$ cat src/rtl/mean_variance_average_pool_assert.svh
// Assertion macros shared by the pooling block.
`ifndef MEAN_VARIANCE_AVERAGE_POOL_ASSERT_SVH
`define MEAN_VARIANCE_AVERAGE_POOL_ASSERT_SVH

// Same-cycle implication, disabled during reset.
`define MVAP_ASSERT_NOW(lbl, ante, cons, msg) \
   lbl: assert property (@(posedge clock) disable iff (reset) (ante) |-> (cons)) \
      else $error(msg);

// Next-cycle implication, disabled during reset.
`define MVAP_ASSERT_NEXT(lbl, ante, cons, msg) \
   lbl: assert property (@(posedge clock) disable iff (reset) (ante) |=> (cons)) \
      else $error(msg);

`endif

$ cat src/rtl/mvap_pkg.sv
package mvap_pkg;

   // Default sizes
   localparam int DEF_MAX_WIDTH  = 1024;
   localparam int DEF_MAX_HEIGHT = 1024;
   localparam int DEF_MAX_KERNEL = 8;

   // Fixed field widths
   localparam int PIX_W     = 16;
   localparam int IDX_W     = 10;
   localparam int REQ_TDATA_W = 32;
   localparam int RSP_TDATA_W = 56;
   localparam int CSR_IDX_W   = 4;
   localparam int CSR_DATA_W  = 11;

   // Register indexes
   localparam logic [CSR_IDX_W-1:0] CSR_KERNEL_WIDTH  = 4'd0;
   localparam logic [CSR_IDX_W-1:0] CSR_KERNEL_HEIGHT = 4'd1;
   localparam logic [CSR_IDX_W-1:0] CSR_STRIDE_WIDTH  = 4'd2;
   localparam logic [CSR_IDX_W-1:0] CSR_STRIDE_HEIGHT = 4'd3;
   localparam logic [CSR_IDX_W-1:0] CSR_PADDING       = 4'd4;
   localparam logic [CSR_IDX_W-1:0] CSR_MODE_FLAGS    = 4'd5;
   localparam logic [CSR_IDX_W-1:0] CSR_IMAGE_WIDTH   = 4'd6;
   localparam logic [CSR_IDX_W-1:0] CSR_IMAGE_HEIGHT  = 4'd7;

   // Sequencer states
   typedef enum logic [3:0] {
      ST_IDLE,
      ST_ROW,
      ST_COL,
      ST_SUM,
      ST_SUMEND,
      ST_MUL1,
      ST_MUL2,
      ST_DIVM,
      ST_DIVV,
      ST_EMIT,
      ST_FINISH
   } mvap_state_type;

   // Window tracker controls for one axis
   typedef struct packed {
      logic base_clear;
      logic base_step;
      logic iter_load;
      logic iter_next;
   } mvap_axis_ctrl_type;

endpackage

$ cat src/rtl/mvap_div.sv
// Restoring divider, one quotient bit per cycle.
module mvap_div import mvap_pkg::*; #(
   parameter int NUM_W = 24,
   parameter int DEN_W = 13
) (
   input  logic             clock,
   input  logic             reset,
   input  logic             start,
   input  logic [NUM_W-1:0] dividend,
   input  logic [DEN_W-1:0] divisor,
   output logic             busy,
   output logic             done,
   output logic [NUM_W-1:0] quotient
);

   localparam int CW = $clog2(NUM_W + 1);

   logic             busy_ff, done_ff;
   logic [CW-1:0]    cnt_ff;
   logic [DEN_W-1:0] den_ff, rem_ff;
   logic [NUM_W-1:0] quo_ff;
   logic [DEN_W:0]   rem_sh, rem_sub;
   logic             ge;

   assign rem_sh  = {rem_ff, quo_ff[NUM_W-1]};
   assign ge      = rem_sh >= {1'b0, den_ff};
   assign rem_sub = rem_sh - {1'b0, den_ff};

   always_ff @(posedge clock) begin
      if (reset) begin
         busy_ff <= 1'b0;
         done_ff <= 1'b0;
         cnt_ff  <= '0;
      end else begin
         done_ff <= 1'b0;
         if (start) begin
            busy_ff <= 1'b1;
            cnt_ff  <= CW'(NUM_W);
         end else if (busy_ff) begin
            cnt_ff <= cnt_ff - 1'b1;
            if (cnt_ff == CW'(1)) begin
               busy_ff <= 1'b0;
               done_ff <= 1'b1;
            end
         end
      end
   end

   // datapath
   always_ff @(posedge clock) begin
      if (start) begin
         den_ff <= divisor;
         rem_ff <= '0;
         quo_ff <= dividend;
      end else if (busy_ff) begin
         rem_ff <= ge ? DEN_W'(rem_sub) : DEN_W'(rem_sh);
         quo_ff <= {quo_ff[NUM_W-2:0], ge};
      end
   end

   assign busy     = busy_ff;
   assign done     = done_ff;
   assign quotient = quo_ff;

endmodule

$ cat config.mk
export PLATFORM = sky130hd
export DESIGN_NAME = mvap_div
export DESIGN_NICKNAME = d
export VERILOG_FILES = /design/src/rtl/mean_variance_average_pool_assert.svh /design/src/rtl/mvap_pkg.sv /design/src/rtl/mvap_div.sv
export SDC_FILE = /design/constraint.sdc
export NUM_CORES = 1
export LEC_CHECK = 0
export ABC_AREA = 1
export BUFFER_PORTS_ARGS = -buffer_cell sky130_fd_sc_hd__buf_2
export CORE_ASPECT_RATIO = 0.8
export CORE_MARGIN = 5
export CORE_UTILIZATION = 59
export DETAILED_ROUTE_END_ITERATION = 7
export PLACE_DENSITY = 0.85
export SYNTH_ARGS = -nofsm -noshare
export SYNTH_HDL_FRONTEND = slang
export SYNTH_SLANG_ARGS = --single-unit
export TNS_END_PERCENT = 30
$ cat constraint.sdc
create_clock -name clock -period 4.7 [get_ports clock]
set_input_delay 0.235 -clock clock [delete_from_list [all_inputs] [get_ports clock]]
set_output_delay 0.235 -clock clock [all_outputs]
set_load 0.02 [all_outputs]
==> results.md <==
* RSZ-0062 raised after global routing: no
* Clock slew at reported path FFs at 70 ps
* Setup Viol. Count Final at 0
* IO Count at 66
* Yosys top cell area share at 0.341
* Final ANT Viol Nets at 0
* Post-cts resize count at 0
* Yosys Warn Count at 0
* Final period util at 0.489
* Dpl cells at 543
* CTS max path bufs at 2
* Worst reg-to-reg setup slack at 2400 ps
* Power Dens Cells at 310 mW/mm^2
* Synthesized area at 0.00326 mm^2
* Max Clock Skew at 8.66 ps
* Die Y at 76.5 um
* Hold path startpoint: divisor[7]
* Residual DRC at 0
* Remaining Overflow, GRT at 0
* Post-CTS Setup Inserts at 0
* WHS Endpoint: den_ff[7]$_DFFE_PP_
* Max-slew violations at 0
* Placer's final routability congestion estimate at 0.912
* Seq cells post-synth at 57
* WL final at 7.38 mm
* Critical path class: reg -> reg
* Critical path endpoint category: flip-flop
* Layout area overhead at 15.9%
* Int Power at 0.843 mW
* Comb pwr share at 0.157
* Commonest cells after routing, fill and taps aside: nand2_1 (174), inv_1 (66), buf_2 (65)
* Die ar. at 0.00712 mm^2
* Commonest non-fill, non-tap cell in the layout: nand2_1
* Initial Util at 0.603
* Register area share after synthesis at 0.464
* Row cnt at 24
* Number of H-tree levels at 3
* Synth Net Count at 480
* DR WL/cell at 13.2 um
* Max-slew headroom at 0.365
* Fin Hold WS at 74.0 ps
* Sw power at 0.327 mW
* Port bufs at 65
* Setup Slack @ Placement at 2100 ps
* Pleak at 2.03 nW
* Die X at 93.1 um
* CTS tree: built
* CP required at 4590 ps
* Area leader, netlist: edfxtp_1
* Worst-Skew Late Latency at 330 ps
* Vias per cell at 5.16
* Hold-fix buffers at CTS at 0
* Clock sinks at 57
* Post-DP Area at 0.00361 mm^2
* Initial antenna violation count at 0
* Final Instance Area at 0.00378 mm^2
* Part of the power in registers at 0.508
* Final hold viol count at 0
* Post-layout total power at 1.17 mW
* Global-route wire length before repair at 12.5 mm
* Maxcap violations at 0
* Final Util at 0.699
* Layout cells sized above 1 at 0.198
* R2R depth at 2
* Top post-synthesis cells by area: edfxtp_1 (34%), nand2_1 (20%), dfxtp_1 (12%), inv_1 (7.6%), ha_1 (5.8%)
* Setup WS post-layout at 2400 ps
* Gr usage total at 0.218
* Critical R2R Launch: busy$_SDFF_PP0_
* Fmax at 0.435 GHz
* Critical Path Source Type: flip-flop
* Core area at 0.00541 mm^2
* Synth cell types at 29
* Via count at 2,885
* Final Non-Filler Cells at 559
* Clock group share of total power at 0.335
* VDD IR-drop max at 0.000193 V
* CP Max Fanout at 25
* Largest net degree at the start of global routing at 42
* Syn_area_per_cell at 7.68 um^2
* TritonRoute pass-1 iters at 4
* Synthesized netlist cell count at 424
* # diodes at 0
* Nets@finish at 545
* Net Sw Frac at 0.280
* Hold Path Class: in -> reg
* Final setup TNS at 0 ps
* Worst Max-Slew Pin Slew at 950 ps
* Post-DP HPWL at 5.25 mm
* Final min period at 2300 ps
* CTS Buf Count at 9
* Clock Tree Root: clkbuf_8
* Outcome: completed
* CP Data Arrival Time at 2190 ps
* Vias in the first global route at 2,768
* WHS Path Cells at 1
* R2r endpoint: quotient[5]$_DFFE_PP_
* First DRT Iteration DRCs at 208
==> sequential cells by signal, summed over array words and instances (netlist names) <==
signal	flops
quotient	24
den_ff	13
rem_ff	13
cnt_ff	5
busy	1
done	1
==> worst max-delay path by stage <==
stage,from,to,depth (start not counted),slack (ps)
final,busy$_SDFF_PP0_,quotient[5]$_DFFE_PP_,2,2400
after global routing,busy$_SDFF_PP0_,quotient[7]$_DFFE_PP_,2,2160
after CTS,busy$_SDFF_PP0_,quotient[7]$_DFFE_PP_,2,2420
after detailed placement,start,quotient[7]$_DFFE_PP_,3,2100
after global placement,start,quotient[6]$_DFFE_PP_,3,2200
after floorplan,quotient[23]$_DFFE_PP_,rem_ff[10]$_SDFFE_PP0P_,12,2770
==> per-layer routing <==
layer / wire length, um / global-route usage / vias to the layer above
met1: 3260 / 0.283 / 1327
met3: 452 / 0.0563 / 9
met2: 3570 / 0.357 / 85
li1: - / - / 1464
met5: 0 / 0 / -
met4: 103 / 0.0644 / 0
==> logic make-up after synthesis <==
family / synth area share
xor gates and xnor gates: 0.0188
AOI/OAI and AO/OA: 0.0196
and+or+nand+nor: 0.333
buffers and inverters: 0.101
adders and majority gates: 0.0637
DFF: 0.464
==> area by class of cell <==
cell class / instances / area, um^2
fillers: 479 / 1630
flip-flops and latches: 57 / 1510
multi-input cells: 283 / 1420
repair buffers: 65 / 325
inverters: 73 / 274
clock buffers: 13 / 149
well taps: 65 / 81.3
clock inverters: 3 / 17.5
==> worst max-delay path, stage by stage (launching register included) <==
cell	delay [ps]
dfxtp_1	370
nor2_1	750
inv_1	720
==> power groups by stage <==
stage	sequential (mW)	combinational, mW	clock, mW
floorplan	0.630	0.0930	0
global placement	0.604	0.176	0
detailed placement	0.604	0.182	0
CTS	0.595	0.183	0.398
global route	0.599	0.204	0.422
finish	0.594	0.183	0.393
==> cell usage after synthesis <==
| master | n |
|---|---|
| dfxtp_1 | 20 |
| nand4_1 | 17 |
| nand3_2 | 4 |
| buf_2 | 5 |
| or2_2 | 1 |
| a21oi_4 | 1 |
| nand3_4 | 1 |
| inv_1 | 66 |
| a31oi_1 | 2 |
| xnor2_1 | 3 |
| nor2_2 | 2 |
| nor3_1 | 1 |
| clkbuf_1 | 5 |
| a211oi_1 | 1 |
| nand2_1 | 174 |
| ha_1 | 15 |
| buf_6 | 1 |
| nor2_1 | 18 |
| a21oi_1 | 3 |
| clkinv_1 | 1 |
| nor2_4 | 1 |
| o211ai_1 | 1 |
| fa_1 | 1 |
| o21ai_1 | 1 |
| nand3_1 | 28 |
| xor2_1 | 4 |
| inv_2 | 6 |
| edfxtp_1 | 37 |
| nand2_2 | 4 |
No activity file was read; power rests on OpenSTA's default activity.
