### src/rtl/mean_variance_average_pool_assert.svh
// Assertion macros shared by the pooling block.
`ifndef MEAN_VARIANCE_AVERAGE_POOL_ASSERT_SVH
`define MEAN_VARIANCE_AVERAGE_POOL_ASSERT_SVH

// Same-cycle implication, disabled during reset.
`define MVAP_ASSERT_NOW(lbl, ante, cons, msg) \
   lbl: assert property (@(posedge clock) disable iff (reset) (ante) |-> (cons)) \
      else $error(msg);

// Next-cycle implication, disabled during reset.
`define MVAP_ASSERT_NEXT(lbl, ante, cons, msg) \
   lbl: assert property (@(posedge clock) disable iff (reset) (ante) |=> (cons)) \
      else $error(msg);

`endif

### src/rtl/mvap_pkg.sv
package mvap_pkg;

   // Default sizes
   localparam int DEF_MAX_WIDTH  = 1024;
   localparam int DEF_MAX_HEIGHT = 1024;
   localparam int DEF_MAX_KERNEL = 8;

   // Fixed field widths
   localparam int PIX_W     = 16;
   localparam int IDX_W     = 10;
   localparam int REQ_TDATA_W = 32;
   localparam int RSP_TDATA_W = 56;
   localparam int CSR_IDX_W   = 4;
   localparam int CSR_DATA_W  = 11;

   // Register indexes
   localparam logic [CSR_IDX_W-1:0] CSR_KERNEL_WIDTH  = 4'd0;
   localparam logic [CSR_IDX_W-1:0] CSR_KERNEL_HEIGHT = 4'd1;
   localparam logic [CSR_IDX_W-1:0] CSR_STRIDE_WIDTH  = 4'd2;
   localparam logic [CSR_IDX_W-1:0] CSR_STRIDE_HEIGHT = 4'd3;
   localparam logic [CSR_IDX_W-1:0] CSR_PADDING       = 4'd4;
   localparam logic [CSR_IDX_W-1:0] CSR_MODE_FLAGS    = 4'd5;
   localparam logic [CSR_IDX_W-1:0] CSR_IMAGE_WIDTH   = 4'd6;
   localparam logic [CSR_IDX_W-1:0] CSR_IMAGE_HEIGHT  = 4'd7;

   // Sequencer states
   typedef enum logic [3:0] {
      ST_IDLE,
      ST_ROW,
      ST_COL,
      ST_SUM,
      ST_SUMEND,
      ST_MUL1,
      ST_MUL2,
      ST_DIVM,
      ST_DIVV,
      ST_EMIT,
      ST_FINISH
   } mvap_state_type;

   // Window tracker controls for one axis
   typedef struct packed {
      logic base_clear;
      logic base_step;
      logic iter_load;
      logic iter_next;
   } mvap_axis_ctrl_type;

endpackage

### src/rtl/mvap_axis.sv
// Tracks the pooling windows along one axis. The base points at the first
// window not yet finished; the iterator walks the windows that end at pos.
module mvap_axis import mvap_pkg::*; #(
   parameter int MAXN = DEF_MAX_WIDTH,
   parameter int MAXK = DEF_MAX_KERNEL,
   localparam int NW = $clog2(MAXN + 1),
   localparam int KW = $clog2(MAXK + 1)
) (
   input  logic               clock,
   input  logic               reset,
   input  mvap_axis_ctrl_type ctrl,
   input  logic [NW-1:0]      n,
   input  logic [KW-1:0]      k,
   input  logic [3:0]         s,
   input  logic [3:0]         p,
   input  logic               round_up,
   input  logic [NW-1:0]      pos,
   output logic               hit,
   output logic [IDX_W-1:0]   idx,
   output logic [NW-1:0]      lo,
   output logic [NW-1:0]      hi,
   output logic [KW-1:0]      extent,
   output logic [KW-1:0]      psize
);

   localparam int GW = NW + 4;
   localparam int IW = NW + 1;

   logic signed [GW-1:0] n_s, k_s, s_s, p_s, pos_s;
   logic signed [GW-1:0] base_is_ff, it_is_ff;
   logic [IW-1:0]        base_idx_ff, it_idx_ff;
   logic signed [GW-1:0] base_en, lim, st, en, lo_s, hi_s, endc;

   assign n_s   = GW'(n);
   assign k_s   = GW'(k);
   assign s_s   = GW'(s);
   assign p_s   = GW'(p);
   assign pos_s = GW'(pos);

   // base window end, and the last valid window start offset
   assign base_en = base_is_ff - p_s + k_s;
   assign lim = round_up ? n_s - k_s + p_s + p_s + s_s - GW'(1) : n_s - k_s + p_s + p_s;

   // geometry of the iterator window
   assign st   = it_is_ff - p_s;
   assign en   = st + k_s;
   assign lo_s = (st > 0) ? st : '0;
   assign hi_s = (en < n_s) ? en : n_s;
   assign endc = (en < n_s + p_s) ? en : n_s + p_s;

   assign hit = (it_is_ff <= lim) && (st < n_s) &&
                ((pos_s == n_s - GW'(1)) ? (en >= n_s) : (en == pos_s + GW'(1)));
   assign idx    = IDX_W'(it_idx_ff);
   assign lo     = NW'(lo_s);
   assign hi     = NW'(hi_s);
   assign extent = KW'(hi_s - lo_s);
   assign psize  = KW'(endc - st);

   // base and iterator
   always_ff @(posedge clock) begin
      if (reset) begin
         base_is_ff  <= '0;
         base_idx_ff <= '0;
         it_is_ff    <= '0;
         it_idx_ff   <= '0;
      end else begin
         if (ctrl.base_clear) begin
            base_is_ff  <= '0;
            base_idx_ff <= '0;
         end else if (ctrl.base_step && (base_en == pos_s + GW'(1))) begin
            base_is_ff  <= base_is_ff + s_s;
            base_idx_ff <= base_idx_ff + 1'b1;
         end
         if (ctrl.iter_load) begin
            it_is_ff  <= base_is_ff;
            it_idx_ff <= base_idx_ff;
         end else if (ctrl.iter_next) begin
            it_is_ff  <= it_is_ff + s_s;
            it_idx_ff <= it_idx_ff + 1'b1;
         end
      end
   end

endmodule

### config.mk
export PLATFORM = sky130hd
export DESIGN_NAME = mvap_axis
export DESIGN_NICKNAME = d
export VERILOG_FILES = /design/src/rtl/mean_variance_average_pool_assert.svh /design/src/rtl/mvap_pkg.sv /design/src/rtl/mvap_axis.sv
export SDC_FILE = /design/constraint.sdc
export NUM_CORES = 1
export LEC_CHECK = 0
export BUFFER_PORTS_ARGS = -buffer_cell sky130_fd_sc_hd__buf_2
export CAP_MARGIN = 20
export CORE_ASPECT_RATIO = 0.9
export CORE_MARGIN = 5
export CORE_UTILIZATION = 45
export DETAILED_ROUTE_END_ITERATION = 6
export GPL_TIMING_DRIVEN = 0
export PLACE_DENSITY = 0.73
export SETUP_SLACK_MARGIN = 0.5
export SKIP_CTS_REPAIR_TIMING = 1
export SLEW_MARGIN = 20
export SYNTH_ARGS = -nofsm -noshare
export SYNTH_HDL_FRONTEND = slang
export SYNTH_SLANG_ARGS = --single-unit
### constraint.sdc
create_clock -name clock -period 13.1 [get_ports clock]
set_input_delay 1.965 -clock clock [delete_from_list [all_inputs] [get_ports clock]]
set_output_delay 1.965 -clock clock [all_outputs]
set_load 0.005 [all_outputs]
==> flow_metrics.py <==
metrics = {
    "final_layout": {
        "nets": 1364,
        "layoutNonFillerInstCount": 1431,
        "drive_gt1_share_pct": 9.19,
        "final.fill_count": 1857,
        "antennaDiodeCount": 0,
        "synthToLayoutAreaGrowth_pct": 9.60,
        "multi_input_comb_area_mm2": 0.00686,
        "post-route-cell-area_mm2": 0.00923,
        "area.sequential_mm2": 0.00100,
    },
    "global_route": {
        "grt_util_all_layers_pct": 21.5,
        "first_global_vias": 7557,
        "total_congestion_overflow_after_global_routing": 0,
        "initial_antenna_violation_count": 1,
        "largest_net_degree_at_the_start_of_global_routing": 16,
        "wire_length_of_the_first_global_routing_pass_um": 38800,
    },
    "clock_network": {
        "cts_tree": "built",
        "clkTransAtPathRegs_ns": 0.06,
        "clk_latency_ns": 0.29,
        "clk_root_buffer_cell": "sky130_fd_sc_hd__clkbuf_16",
        "clkSinkCount": 50,
        "clock_path_buffers": 2,
        "cts_max_level": 2,
        "clock_buffer_count_from_cts": 5,
    },
    "sta": {
        "post-route-worst-setup-slack_ns": 2.11,
        "timing_max_transition_violations_final": 0,
        "timing.final.hold_violations": 0,
        "slew_headroom_pct": 47.5,
        "final_tns_setup_ns": 0,
        "max_freq_mhz": 91.0,
        "share_of_the_clock_period_used_by_the_worst_path_after_layout_pct": 83.9,
        "grt_setup_unrepaired": "false",
        "finalCriticalPeriod_ns": 10.99,
        "worst_slew_pin_slew_ns": 0.781,
        "fin_skew_ns": 0.00673,
        "setup_violations": 0,
    },
    "worst_setup_path": {
        "rr_startpoint": "base_is_ff[1]",
        "worstRegToRegCells": 15,
        "setup.worst_path.end_class": "output pin",
        "critPathRequiredTime_ns": 11.14,
        "timing.critical_path.from_type": "primary input",
        "critical_path_arrival_ns": 9.03,
        "setup.worst_path.class": "primary input to output pin",
        "ff2ff_setup_slack_ns": 8.21,
        "critical_path.reg2reg.endpoint": "base_idx_ff[7]",
        "worstPathMaxFanout": 8,
        "worst_setup_path_startpoint": "k[1]",
    },
    "flow_run": {
        "maxCapViolCount": 0,
    },
    "placed_design": {
        "buffer_ports.inserted": 70,
        "place.gp.congestion": 0.953,
        "detailed_place_hpwl_um": 20100,
        "pre_cts_setup_slack_ns": 2.25,
        "place.detailed.instances": 1423,
        "post_dp_cell_area_mm2": 0.00908,
    },
    "synthesis": {
        "synthDominantAreaCellType": "sky130_fd_sc_hd__ha_1",
        "ys_seq_elements": 50,
        "synth.net_count": 1287,
        "netlist.area_leader.share_pct": 18.4,
        "mappedNetlistArea_mm2": 0.00842,
        "synth_edf_count": 0,
        "ys_top_cells_by_area": "sky130_fd_sc_hd__ha_1, sky130_fd_sc_hd__dfxtp_1, sky130_fd_sc_hd__xnor2_1",
        "synthCells": 1108,
        "synth.yosys.seq_area_share_pct": 11.9,
        "synth_common_cells": "sky130_fd_sc_hd__ha_1, sky130_fd_sc_hd__nor2_1, sky130_fd_sc_hd__inv_1, sky130_fd_sc_hd__xnor2_1, sky130_fd_sc_hd__a21oi_1",
        "most_instantiated_library_cell_after_synthesis": "sky130_fd_sc_hd__ha_1",
        "synth_cell_type_count": 77,
        "post_synth.cell_area_avg_um2": 7.60,
        "asyncSetResetFlopFracSynth_pct": 0,
        "yosys_warnings": 0,
        "synthFlopType": "sky130_fd_sc_hd__dfxtp_1",
    },
    "routing": {
        "detail_route.wl_per_cell_um": 16.8,
        "drt_wl_total_um": 24100,
        "drc": 0,
        "number_of_nets_with_antenna_violations_after_detailed_routing": 0,
        "dr.first_iter.drc_count": 654,
        "vias_per_cell": 5.68,
        "drt_pass1_iterations": 5,
        "dr_total_vias": 8134,
    },
    "hold_path": {
        "hold_path_end": "base_idx_ff[9]",
        "holdPathStages": 2,
        "worstHoldPathType": "flip-flop to flip-flop",
        "holdCritStartpoint": "base_idx_ff[9]",
    },
    "status": {
        "outcome": "complete, no violations",
    },
    "floorplanning": {
        "die_y_extent_um": 140,
        "num_rows": 47,
        "start_util_pct": 45.8,
        "io_pins": 82,
        "core_mm2": 0.0184,
        "fp.dieW_um": 154,
        "dieArea_mm2": 0.0216,
    },
    "pwr": {
        "power_density_mw_per_mm2": 95.0,
        "ir_worst_vdd_mv": 0.0516,
        "finalPower_w": 0.000877,
        "total_leakage_power_nw": 4.12,
    },
}
-- placed cells by master (no fill, tap or decap), types with 9 or more instances in the layout --
master / n
sky130_fd_sc_hd__ha_1: 124
sky130_fd_sc_hd__a21oi_1: 65
sky130_fd_sc_hd__or3_1: 14
sky130_fd_sc_hd__dfxtp_1: 50
sky130_fd_sc_hd__nor2_1: 115
sky130_fd_sc_hd__a21o_1: 27
sky130_fd_sc_hd__fa_1: 14
sky130_fd_sc_hd__o21ai_0: 36
sky130_fd_sc_hd__o21a_1: 13
sky130_fd_sc_hd__xnor2_1: 98
sky130_fd_sc_hd__mux2i_1: 16
sky130_fd_sc_hd__nand2_1: 56
sky130_fd_sc_hd__nand4_1: 32
sky130_fd_sc_hd__and3_1: 13
sky130_fd_sc_hd__inv_1: 102
sky130_fd_sc_hd__nand3_1: 36
sky130_fd_sc_hd__nand2b_1: 9
sky130_fd_sc_hd__a211oi_1: 26
sky130_fd_sc_hd__xor2_1: 51
sky130_fd_sc_hd__nor2b_1: 21
sky130_fd_sc_hd__buf_2: 71
sky130_fd_sc_hd__nor3_1: 26
sky130_fd_sc_hd__clkbuf_1: 36
-- final cells by class --
| cell class | instances | share of cell area, % |
|---|---|---|
| plain buffers | 41 | 1.88 |
| clock buffers | 6 | 1.50 |
| clock inverters | 2 | 0.136 |
| inverters | 104 | 4.23 |
| multi-input cells | 913 | 74.3 |
| flip-flops and latches | 50 | 10.8 |
| well taps | 245 | 3.32 |
| repair buffers | 70 | 3.80 |
-- registers in the layout (all words and copies together), names as in the netlist --
signal       cells
base_is_ff      15
it_is_ff        15
base_idx_ff     10
it_idx_ff       10
-- report_power, final --
group / switching, W / leakage (nW) / internal, W
clock: 0.0000571 / 0.0729 / 0.0000757
sequential: 0.00000402 / 0.405 / 0.000154
combinational: 0.000335 / 3.64 / 0.000251
-- worst max-delay path by stage --
stage	cells past startpoint	slack, ns	end
5_1_grt	27	1.58	hit
3_5_place_dp	27	2.25	hit
6_report	27	2.11	hit
4_1_cts	27	2.23	hit
2_1_floorplan	25	3.68	hit
3_3_place_gp	27	2.36	hit
-- kinds of logic (layout without fill, tap and decap cells) --
logic type                 after synthesis  after routing  share of synthesized area [%]
AOI/OAI and AO/OA                      241            241                           19.4
xor gates and xnor gates               153            153                           16.5
adders and majority gates              138            138                           21.7
buffers and inverters                  145            223                           6.70
DFF                                     50             50                           11.9
muxes                                   19             19                           2.30
and+or+nand+nor                        362            362                           21.5
-- metal layers --
layer  vias to the layer above  share of wire [%]  track usage (%)
li1                       4062                  -                -
met1                      3795                 48             31.4
met2                       238                 44             34.2
met3                        39                6.4             2.36
met4                         0                1.9             4.41
met5                         -                  0                0
-- metrics by stage --
stage	utilization (%)	hold slack (ns)
2_1_floorplan	-	0.438
3_3_place_gp	49.3	0.464
4_1_cts	50.2	0.474
5_1_grt	50.2	0.490
3_5_place_dp	49.3	0.464
6_report	50.2	0.470
-- critical path, stage by stage --
cell and delay (ns):
sky130_fd_sc_hd__buf_2 0.13, sky130_fd_sc_hd__inv_1 0.15, sky130_fd_sc_hd__ha_1 0.25, sky130_fd_sc_hd__nor2b_1 0.18, sky130_fd_sc_hd__o31ai_1 0.65, sky130_fd_sc_hd__a21boi_0 0.27, sky130_fd_sc_hd__ha_1 0.30, sky130_fd_sc_hd__nor2b_1 0.15
sky130_fd_sc_hd__o21a_1 0.16, sky130_fd_sc_hd__nor2_1 0.25, sky130_fd_sc_hd__or3_1 0.16, sky130_fd_sc_hd__clkbuf_1 0.27, sky130_fd_sc_hd__xor2_1 0.45, sky130_fd_sc_hd__inv_1 0.14, sky130_fd_sc_hd__ha_1 0.38, sky130_fd_sc_hd__a21oi_1 0.15
sky130_fd_sc_hd__o21ai_0 0.19, sky130_fd_sc_hd__and2_1 0.22, sky130_fd_sc_hd__o21ba_2 0.19, sky130_fd_sc_hd__a311oi_1 0.31, sky130_fd_sc_hd__o221ai_1 0.27, sky130_fd_sc_hd__ha_1 0.37, sky130_fd_sc_hd__a21o_1 0.18, sky130_fd_sc_hd__a2111oi_0 0.43
sky130_fd_sc_hd__o221ai_1 0.25, sky130_fd_sc_hd__a221oi_2 0.42, sky130_fd_sc_hd__buf_2 0.18
(Power assumes the default switching activity.)
